### config.mk
export PLATFORM = sky130hd
export DESIGN_NAME = utf8_stream_decoder_flat
export DESIGN_NICKNAME = d
export VERILOG_FILES = /design/src/hw/rtl/u8d_pkg.sv /design/src/hw/rtl/u8d_byte_if.sv /design/src/hw/rtl/u8d_cp_if.sv /design/src/hw/rtl/u8d_decode.sv /design/src/hw/rtl/u8d_result_queue.sv /design/src/hw/rtl/utf8_stream_decoder.sv /design/src/flat_wrapper.sv
export SDC_FILE = /design/constraint.sdc
export NUM_CORES = 1
export LEC_CHECK = 0
export BUFFER_PORTS_ARGS = -buffer_cell sky130_fd_sc_hd__buf_2
export CAP_MARGIN = 0
export CORE_ASPECT_RATIO = 0.5
export CORE_MARGIN = 4
export CORE_UTILIZATION = 66
export DETAILED_ROUTE_END_ITERATION = 7
export PLACE_DENSITY = 0.86
export SLEW_MARGIN = 20
export SYNTH_ARGS = -nofsm -noshare
export SYNTH_HDL_FRONTEND = slang
export SYNTH_HIERARCHICAL = 1
export SYNTH_SLANG_ARGS = --single-unit
### constraint.sdc
create_clock -name clk -period 10 [get_ports clk]
set_input_delay 0.5 -clock clk [delete_from_list [all_inputs] [get_ports clk]]
set_output_delay 0.5 -clock clk [all_outputs]
set_load 0.1 [all_outputs]
### src/hw/rtl/u8d_pkg.sv
// shared types and constants for the utf-8 stream decoder
package u8d_pkg;

	localparam int CpWidth = 21;
	localparam logic [CpWidth-1:0] ReplacementChar = 21'h00FFFD;

	typedef logic [CpWidth-1:0] cp_t;
	typedef logic [1:0] pend_t;

	// one decoded result beat
	typedef struct packed {
		cp_t  code_point;
		logic replaced;
		logic run_end;
	} result_t;

	// results produced by one accepted byte
	typedef struct packed {
		logic [1:0] cnt;
		result_t    r0;
		result_t    r1;
	} push_t;

endpackage

### src/hw/rtl/u8d_byte_if.sv
// byte input channel
interface u8d_byte_if;
	logic       valid;
	logic       ready;
	logic [7:0] byte_in;
	logic       final_byte;

	modport source (output valid, output byte_in, output final_byte, input ready);
	modport sink (input valid, input byte_in, input final_byte, output ready);
endinterface

### src/hw/rtl/u8d_cp_if.sv
// code point output channel
interface u8d_cp_if;
	logic        valid;
	logic        ready;
	logic [20:0] code_point;
	logic        replaced;
	logic        run_end;

	modport source (output valid, output code_point, output replaced, output run_end,
		input ready);
	modport sink (input valid, input code_point, input replaced, input run_end,
		output ready);
endinterface

### src/hw/rtl/u8d_decode.sv
// per-byte decode: next state and up to two results
module u8d_decode
	import u8d_pkg::*;
(
	input  logic [7:0] byte_in,
	input  logic       final_byte,
	input  cp_t        partial,
	input  pend_t      pending,
	output cp_t        partial_next,
	output pend_t      pending_next,
	output push_t      push
);

	logic   is_ascii, is_cont, is_lead2, is_lead3, is_lead4;
	logic   open_seq;
	logic   pre_err, main_emit, main_rep, tail_err;
	cp_t    main_cp;
	cp_t    shifted;
	pend_t  pend_dec;
	cp_t    part_body;
	pend_t  pend_body;

	// byte classes
	assign is_ascii = ~byte_in[7];
	assign is_cont  = (byte_in[7:6] == 2'b10);
	assign is_lead2 = (byte_in[7:5] == 3'b110);
	assign is_lead3 = (byte_in[7:4] == 4'b1110);
	assign is_lead4 = (byte_in[7:3] == 5'b11110);
	assign open_seq = (pending != 2'd0);

	assign shifted  = {partial[CpWidth-7:0], byte_in[5:0]};
	assign pend_dec = pending - 2'd1;

	// main byte handling
	always_comb begin
		pre_err   = 1'b0;
		main_emit = 1'b0;
		main_rep  = 1'b0;
		main_cp   = ReplacementChar;
		part_body = partial;
		pend_body = pending;
		priority if (is_ascii) begin
			pre_err   = open_seq;
			main_emit = 1'b1;
			main_cp   = {13'd0, byte_in};
			pend_body = 2'd0;
		end else if (is_cont) begin
			if (open_seq) begin
				part_body = shifted;
				pend_body = pend_dec;
				main_emit = (pend_dec == 2'd0);
				main_cp   = shifted;
			end else begin
				main_emit = 1'b1;
				main_rep  = 1'b1;
			end
		end else if (is_lead2) begin
			pre_err   = open_seq;
			pend_body = 2'd1;
			part_body = {16'd0, byte_in[4:0]};
		end else if (is_lead3) begin
			pre_err   = open_seq;
			pend_body = 2'd2;
			part_body = {17'd0, byte_in[3:0]};
		end else if (is_lead4) begin
			pre_err   = open_seq;
			pend_body = 2'd3;
			part_body = {18'd0, byte_in[2:0]};
		end else begin
			main_emit = 1'b1;
			main_rep  = 1'b1;
			pend_body = 2'd0;
		end
	end

	// end of string closes any open sequence
	assign tail_err     = final_byte && (pend_body != 2'd0);
	assign pending_next = final_byte ? 2'd0 : pend_body;
	assign partial_next = final_byte ? '0 : part_body;

	// pack results in order: replacement before, main, replacement after
	always_comb begin
		push.cnt = {1'b0, pre_err} + {1'b0, main_emit} + {1'b0, tail_err};
		push.r0.code_point = pre_err ? ReplacementChar : (main_emit ? main_cp : ReplacementChar);
		push.r0.replaced   = pre_err ? 1'b1 : (main_emit ? main_rep : 1'b1);
		push.r0.run_end    = (push.cnt == 2'd1);
		push.r1.code_point = (pre_err && main_emit) ? main_cp : ReplacementChar;
		push.r1.replaced   = (pre_err && main_emit) ? main_rep : 1'b1;
		push.r1.run_end    = 1'b1;
	end

endmodule

### src/hw/rtl/u8d_result_queue.sv
// three-entry result queue, takes up to two beats per cycle
module u8d_result_queue
	import u8d_pkg::*;
(
	input  logic    clk,
	input  logic    arst_n,
	input  push_t   push,
	input  logic    pop_ready,
	output logic    head_valid,
	output result_t head,
	output logic    space_ok
);

	localparam int Depth = 3;

	result_t     entry_q [Depth];
	result_t     entry_n [Depth];
	logic [1:0]  count_q;
	logic [1:0]  after_pop;
	logic        pop;

	assign head_valid = (count_q != 2'd0);
	assign head       = entry_q[0];
	assign pop        = head_valid && pop_ready;
	assign after_pop  = count_q - {1'b0, pop};
	// room for two new beats even without a pop
	assign space_ok   = (count_q <= 2'd1);

	// shift out the head, then append new beats
	always_comb begin
		entry_n[0] = pop ? entry_q[1] : entry_q[0];
		entry_n[1] = pop ? entry_q[2] : entry_q[1];
		entry_n[2] = entry_q[2];
		for (int i = 0; i < Depth; i++) begin
			if (2'(i) == after_pop && push.cnt != 2'd0) begin
				entry_n[i] = push.r0;
			end else if (2'(i) == after_pop + 2'd1 && push.cnt == 2'd2) begin
				entry_n[i] = push.r1;
			end
		end
	end

	// payload storage
	always_ff @(posedge clk) begin
		for (int i = 0; i < Depth; i++) begin
			entry_q[i] <= entry_n[i];
		end
	end

	// fill level
	always_ff @(posedge clk or negedge arst_n) begin
		if (!arst_n) begin
			count_q <= 2'd0;
		end else begin
			count_q <= after_pop + push.cnt;
		end
	end

endmodule

### src/hw/rtl/utf8_stream_decoder.sv
// utf-8 stream decoder top level: byte in, code points out
// results of an accepted byte are registered in the result queue and offered from its head
// throughput: one byte per cycle while cp_ch takes every beat; two-result bytes and output stalls drop ready
// rate is set by the three-entry result queue, which takes a byte only with two slots free
// reset clears the partial code point, the pending count and the result queue
module utf8_stream_decoder
	import u8d_pkg::*;
(
	input  logic     clk,
	input  logic     arst_n,
	u8d_byte_if.sink byte_ch,
	u8d_cp_if.source cp_ch
);

	cp_t     partial_q;
	pend_t   pending_q;
	cp_t     partial_next;
	pend_t   pending_next;
	push_t   dec_push;
	push_t   push;
	logic    accept;
	logic    space_ok;
	logic    head_valid;
	result_t head;

	assign byte_ch.ready = space_ok;
	assign accept        = byte_ch.valid && space_ok;

	u8d_decode u_decode (
		.byte_in      (byte_ch.byte_in),
		.final_byte   (byte_ch.final_byte),
		.partial      (partial_q),
		.pending      (pending_q),
		.partial_next (partial_next),
		.pending_next (pending_next),
		.push         (dec_push)
	);

	// only an accepted beat pushes results
	always_comb begin
		push = dec_push;
		if (!accept) begin
			push.cnt = 2'd0;
		end
	end

	// decoder state
	always_ff @(posedge clk or negedge arst_n) begin
		if (!arst_n) begin
			partial_q <= '0;
			pending_q <= 2'd0;
		end else if (accept) begin
			partial_q <= partial_next;
			pending_q <= pending_next;
		end
	end

	u8d_result_queue u_queue (
		.clk        (clk),
		.arst_n     (arst_n),
		.push       (push),
		.pop_ready  (cp_ch.ready),
		.head_valid (head_valid),
		.head       (head),
		.space_ok   (space_ok)
	);

	// output beat
	assign cp_ch.valid      = head_valid;
	assign cp_ch.code_point = head.code_point;
	assign cp_ch.replaced   = head.replaced;
	assign cp_ch.run_end    = head.run_end;

endmodule
### src/flat_wrapper.sv
// flat-port wrapper written by rule: the top's interface ports become plain ports
module utf8_stream_decoder_flat import u8d_pkg::*;
  (clk, arst_n, byte_ch_valid, byte_ch_byte_in, byte_ch_final_byte, byte_ch_ready, cp_ch_valid, cp_ch_code_point, cp_ch_replaced, cp_ch_run_end, cp_ch_ready);
  u8d_byte_if byte_ch_i ();
  u8d_cp_if cp_ch_i ();
  input  logic clk;
  input  logic arst_n;
  input wire logic [$bits(byte_ch_i.valid)-1:0] byte_ch_valid;
  input wire logic [$bits(byte_ch_i.byte_in)-1:0] byte_ch_byte_in;
  input wire logic [$bits(byte_ch_i.final_byte)-1:0] byte_ch_final_byte;
  output wire logic [$bits(byte_ch_i.ready)-1:0] byte_ch_ready;
  output wire logic [$bits(cp_ch_i.valid)-1:0] cp_ch_valid;
  output wire logic [$bits(cp_ch_i.code_point)-1:0] cp_ch_code_point;
  output wire logic [$bits(cp_ch_i.replaced)-1:0] cp_ch_replaced;
  output wire logic [$bits(cp_ch_i.run_end)-1:0] cp_ch_run_end;
  input wire logic [$bits(cp_ch_i.ready)-1:0] cp_ch_ready;
  assign byte_ch_i.valid = byte_ch_valid;
  assign byte_ch_i.byte_in = byte_ch_byte_in;
  assign byte_ch_i.final_byte = byte_ch_final_byte;
  assign byte_ch_ready = byte_ch_i.ready;
  assign cp_ch_valid = cp_ch_i.valid;
  assign cp_ch_code_point = cp_ch_i.code_point;
  assign cp_ch_replaced = cp_ch_i.replaced;
  assign cp_ch_run_end = cp_ch_i.run_end;
  assign cp_ch_i.ready = cp_ch_ready;
  utf8_stream_decoder u_core (.clk(clk), .arst_n(arst_n), .byte_ch(byte_ch_i), .cp_ch(cp_ch_i));
endmodule
# Word-level counts from Yosys, hierarchy flattened
# Memory sizes are Yosys's and may differ from the RTL's.
# Cells that the tools add are included.
# totals
out_inout_bits,25
mem_count,1
regBits,19
elab_cells,88
in_bits,13
ram_bits,69
# mem_list
name,depth,word_bits,rd,rd_clocked_by_memory_dff,wr,line_no,rtl
u_core.u_queue.entry_q,3,23,3,0,3,u8d_result_queue.sv:16,result_t entry_q [Depth];
# op_classes
n_eq_ne,11
mux,46
reduce_logical,20
magnitude_cmp,1
n_addsub,6
# ops
cell,count
$mux 23,8
$mux 21,6
$mux 15,7
$mux 1,17
$mux 2,8
$logic_and 1x1->1,10
$reduce_bool 2->1,5
$logic_not 2->1,3
$eq 5x5->1 const B,1
$reduce_bool 5->1,1
$eq 1x2->1 const A,2
$eq 2x2->1 const A,2
$eq 2x2->1 const B,2
$eq 4x4->1 const B,1
$reduce_and 4->1,1
$eq 3x3->1 const B,1
$ne 3x2->1 const B,1
$add 1x1->2,1
$add 2x1->2,1
$add 2x1->2 const B,1
$add 2x2->2,1
$eq 2x1->1 const B,1
$le 2x1->1 const B,1
$sub 2x1->2,1
$sub 2x1->2 const B,1

# Longest topological paths before layout
# depth
word_depth,14
ltp_mapped,11

# Cells and area by module
# Netlist, hierarchy kept.
# by_module_without_submodules
mod,area_each_um2,cells_each,instances,seq_area_each_um2
u8d_result_queue,4011.3,383,1,2122.0
u8d_decode,1014.7,178,1,0.0
utf8_stream_decoder,975.9,51,1,575.6

# Worst setup path after synthesis
# No wires, ideal clock.
# synth_path
path_type,input-to-reg
start,in byte_ch_byte_in[7]
end,mem u_core/u_queue/entry_q[0][0] (netlist name) (enable)
required_time_ns,9.590
path_stages,10
arrival_time_ns,3.756
path_slack_ns,5.834
cell_sequence,buf_2 -> clkbuf_1 -> nand3b_1 -> nor2_1 -> fa_1 -> and3_2 -> or3b_1 -> buf_2 -> buf_1 -> o211ai_1
# synth_lines
item,line_no,rtl
start: declaration,flat_wrapper.sv:9,input wire logic [$bits(byte_ch_i.byte_in)-1:0] byte_ch_byte_in;
end: declaration,u8d_result_queue.sv:16,

==> impl_metrics.env <==
export IMPL_power_switching_mw=0.953
export IMPL_drt_iter0_drc=614
export IMPL_rows=23
export IMPL_viasPerCell=6.37
export IMPL_htreeDepth=3
export IMPL_post_cts_resized=0
export IMPL_ctsHoldBuffers=0
export IMPL_die_h_um=73.6
export IMPL_run_status="finished, final reports clean"
export IMPL_finalPower_mw=1.88
export IMPL_critPathMaxFanout=25
export IMPL_wl_per_cell_um=18.7
export IMPL_post_cts_buffers=0
export IMPL_routed_wl_um=12600
export IMPL_synth_warnings=6
export IMPL_maxCapViolations=0
export IMPL_ir_drop_v=0.000257
export IMPL_max_stage_delay_ns=0.72
export IMPL_combPwrFrac_pct=51.3
export IMPL_startpoint="u_core/pending_q[1]"
export IMPL_rsz0062_at_grt="false"
export IMPL_powerDensity_nw_per_um2=321
export IMPL_fmax_mhz=255
export IMPL_synthCells=582
export IMPL_intPower_mw=0.926
export IMPL_setup_viol=0
export IMPL_fillers=602
export IMPL_seqPwrFrac_pct=32.0
export IMPL_diodes=0
export IMPL_cp_arrival_ns=4.01
export IMPL_cts_max_path_buffers=2
export IMPL_gp_congestion=0.927
export IMPL_clock_root_buffer="clkbuf_16"
export IMPL_report_final_slew_viol_count=0
export IMPL_design_area_um2=5860
export IMPL_post_route_period_util_pct=39.3
export IMPL_start_util_pct=69.5
export IMPL_regArea_um2=2550
export IMPL_netlist_area_um2=5680
export IMPL_sw_frac_of_total_pct=50.7
export IMPL_cts_buffers=9
export IMPL_track_usage_pct=25.8
export IMPL_cts_tree="built"
export IMPL_cpMostUsedCell="buf_4"
export IMPL_insertion_delay_ns=0.35
export IMPL_grt_max_degree=98
export IMPL_io_buffers=37
export IMPL_placed_area_um2=5580
export IMPL_crit_required_ns=10.09
export IMPL_grt_pass1_vias=3813
export IMPL_drc=0
export IMPL_worstReg2RegStart="u_core/pending_q[1]"
export IMPL_clkPwrFrac_pct=16.7
export IMPL_drive_above_1_share_pct=20.1
export IMPL_worstSetupStartpointType="flip-flop"
export IMPL_cp_slowest_cell="or2_1"
export IMPL_hp_class="in2async"
export IMPL_syn_mean_instance_area_um2=9.76
export IMPL_finalHoldViolCount=0
export IMPL_multi_input_area_um2=2530
export IMPL_dieArea_um2=10200
export IMPL_clk_pin_slew_worst_paths_ns=0.06
export IMPL_core_um2=8170
export IMPL_layout_min_cycle_time_ns=3.93
export IMPL_worst_clock_skew_ns=0.00529
export IMPL_worstSetupPathType="reg2reg"
export IMPL_path_cells="nor2_2, a21oi_1, fa_1, and3_2, o21ai_2, buf_4, or2_1, o211ai_1, buf_4"
export IMPL_first_pass_iters=7
export IMPL_io_pins=38
export IMPL_overflow=0
export IMPL_final_setup_tns_ns=0
export IMPL_dieWidth_um=139
export IMPL_p_leak_nw=2.21
export IMPL_cp_end_kind="flip-flop"
export IMPL_worst_pin_slew_ns=0.853
export IMPL_antenna_found_initial=0
export IMPL_postRouteAntennaNets=0
export IMPL_vias=4296
export IMPL_syn_to_final_growth_pct=3.15
export IMPL_cts_sinks=88
export IMPL_nets=572
export IMPL_grt_pass1_wl_um=20300
export IMPL_hpwl_um=8370
export IMPL_max_slew_margin_pct=43.1
## state kept, by name, summed over array words and instances (netlist names)
name                    cells
u_core/u_queue/count_q      2
u_core/u_queue/entry_q     69
u_core/pending_q            2
u_core/partial_q           15
## power groups by stage
stage / sequential [mW] / combinational (mW) / clock (mW)
after floorplan: 0.596 / 0.877 / 0
after global placement: 0.605 / 0.930 / 0
after detailed placement: 0.609 / 0.944 / 0
after CTS: 0.602 / 0.946 / 0.320
after global routing: 0.614 / 1.02 / 0.339
final: 0.601 / 0.963 / 0.314
## path summary, 6_finish.rpt
check	endpoint	slack, ns	cells past startpoint
worst max-delay path	u_core/u_queue/entry_q[0][0]	6.07	9
worst min-delay path	u_core/partial_q[0]	0.1	1
worst max register to register	u_core/u_queue/entry_q[0][0]	6.07	9
worst min register to register	u_core/partial_q[10]	0.53	1
max in group asynchronous	u_core/u_queue/count_q[1]	9.59	1
min in group clk	u_core/partial_q[10]	0.53	1
## area by class of cell
cell class | count | area share (%)
multi-input cells | 382 | 43.1
clock inverters | 6 | 0.897
clock buffers | 10 | 3.91
inverters | 31 | 1.99
flip-flops and latches | 88 | 43.5
repair buffers | 45 | 4.19
well taps | 112 | 2.39
## through the flow
stage / std cells / setup WS [ns] / hold WS, ns / utilization [%]
2_1_floorplan: 586 / 5.83 / 0.204 / -
3_3_place_gp: 658 / 6.16 / 0.470 / 68.1
3_5_place_dp: 658 / 6.16 / 0.469 / 68.2
4_1_cts: 674 / 6.15 / 0.102 / 71.7
5_1_grt: 674 / 5.87 / 0.125 / 71.7
6_report: 674 / 6.07 / 0.0980 / 71.7
## cell usage in the layout (no fill, tap or decap), types with 16 or more instances in the layout
| cell type | count |
|---|---|
| a31oi_1 | 47 |
| buf_2 | 37 |
| dfrtp_1 | 19 |
| edfxtp_1 | 69 |
| inv_1 | 31 |
| mux2_2 | 21 |
| mux2_4 | 16 |
| nor2_1 | 25 |
| nor3_1 | 48 |
| o21ai_0 | 49 |
| or3_1 | 52 |
## critical path, delay by kind of cell, from the launching register on
| family | cells | cell delay, ns |
|---|---|---|
| DFF | 1 | 0.51 |
| and+or+nand+nor | 3 | 1.51 |
| adders and majority gates | 1 | 0.48 |
| AOI/OAI and AO/OA | 3 | 0.54 |
| buffers and inverters | 2 | 0.60 |
## metal layers
| layer | global-route usage [%] | vias to the layer above | share of wire [%] |
|---|---|---|---|
| met5 | 0 | - | 0 |
| met4 | 5.97 | 0 | 1.1 |
| met3 | 10.0 | 16 | 14 |
| met2 | 36.0 | 269 | 40 |
| met1 | 38.0 | 1994 | 45 |
| li1 | - | 2017 | - |
(Power assumes the default switching activity.)
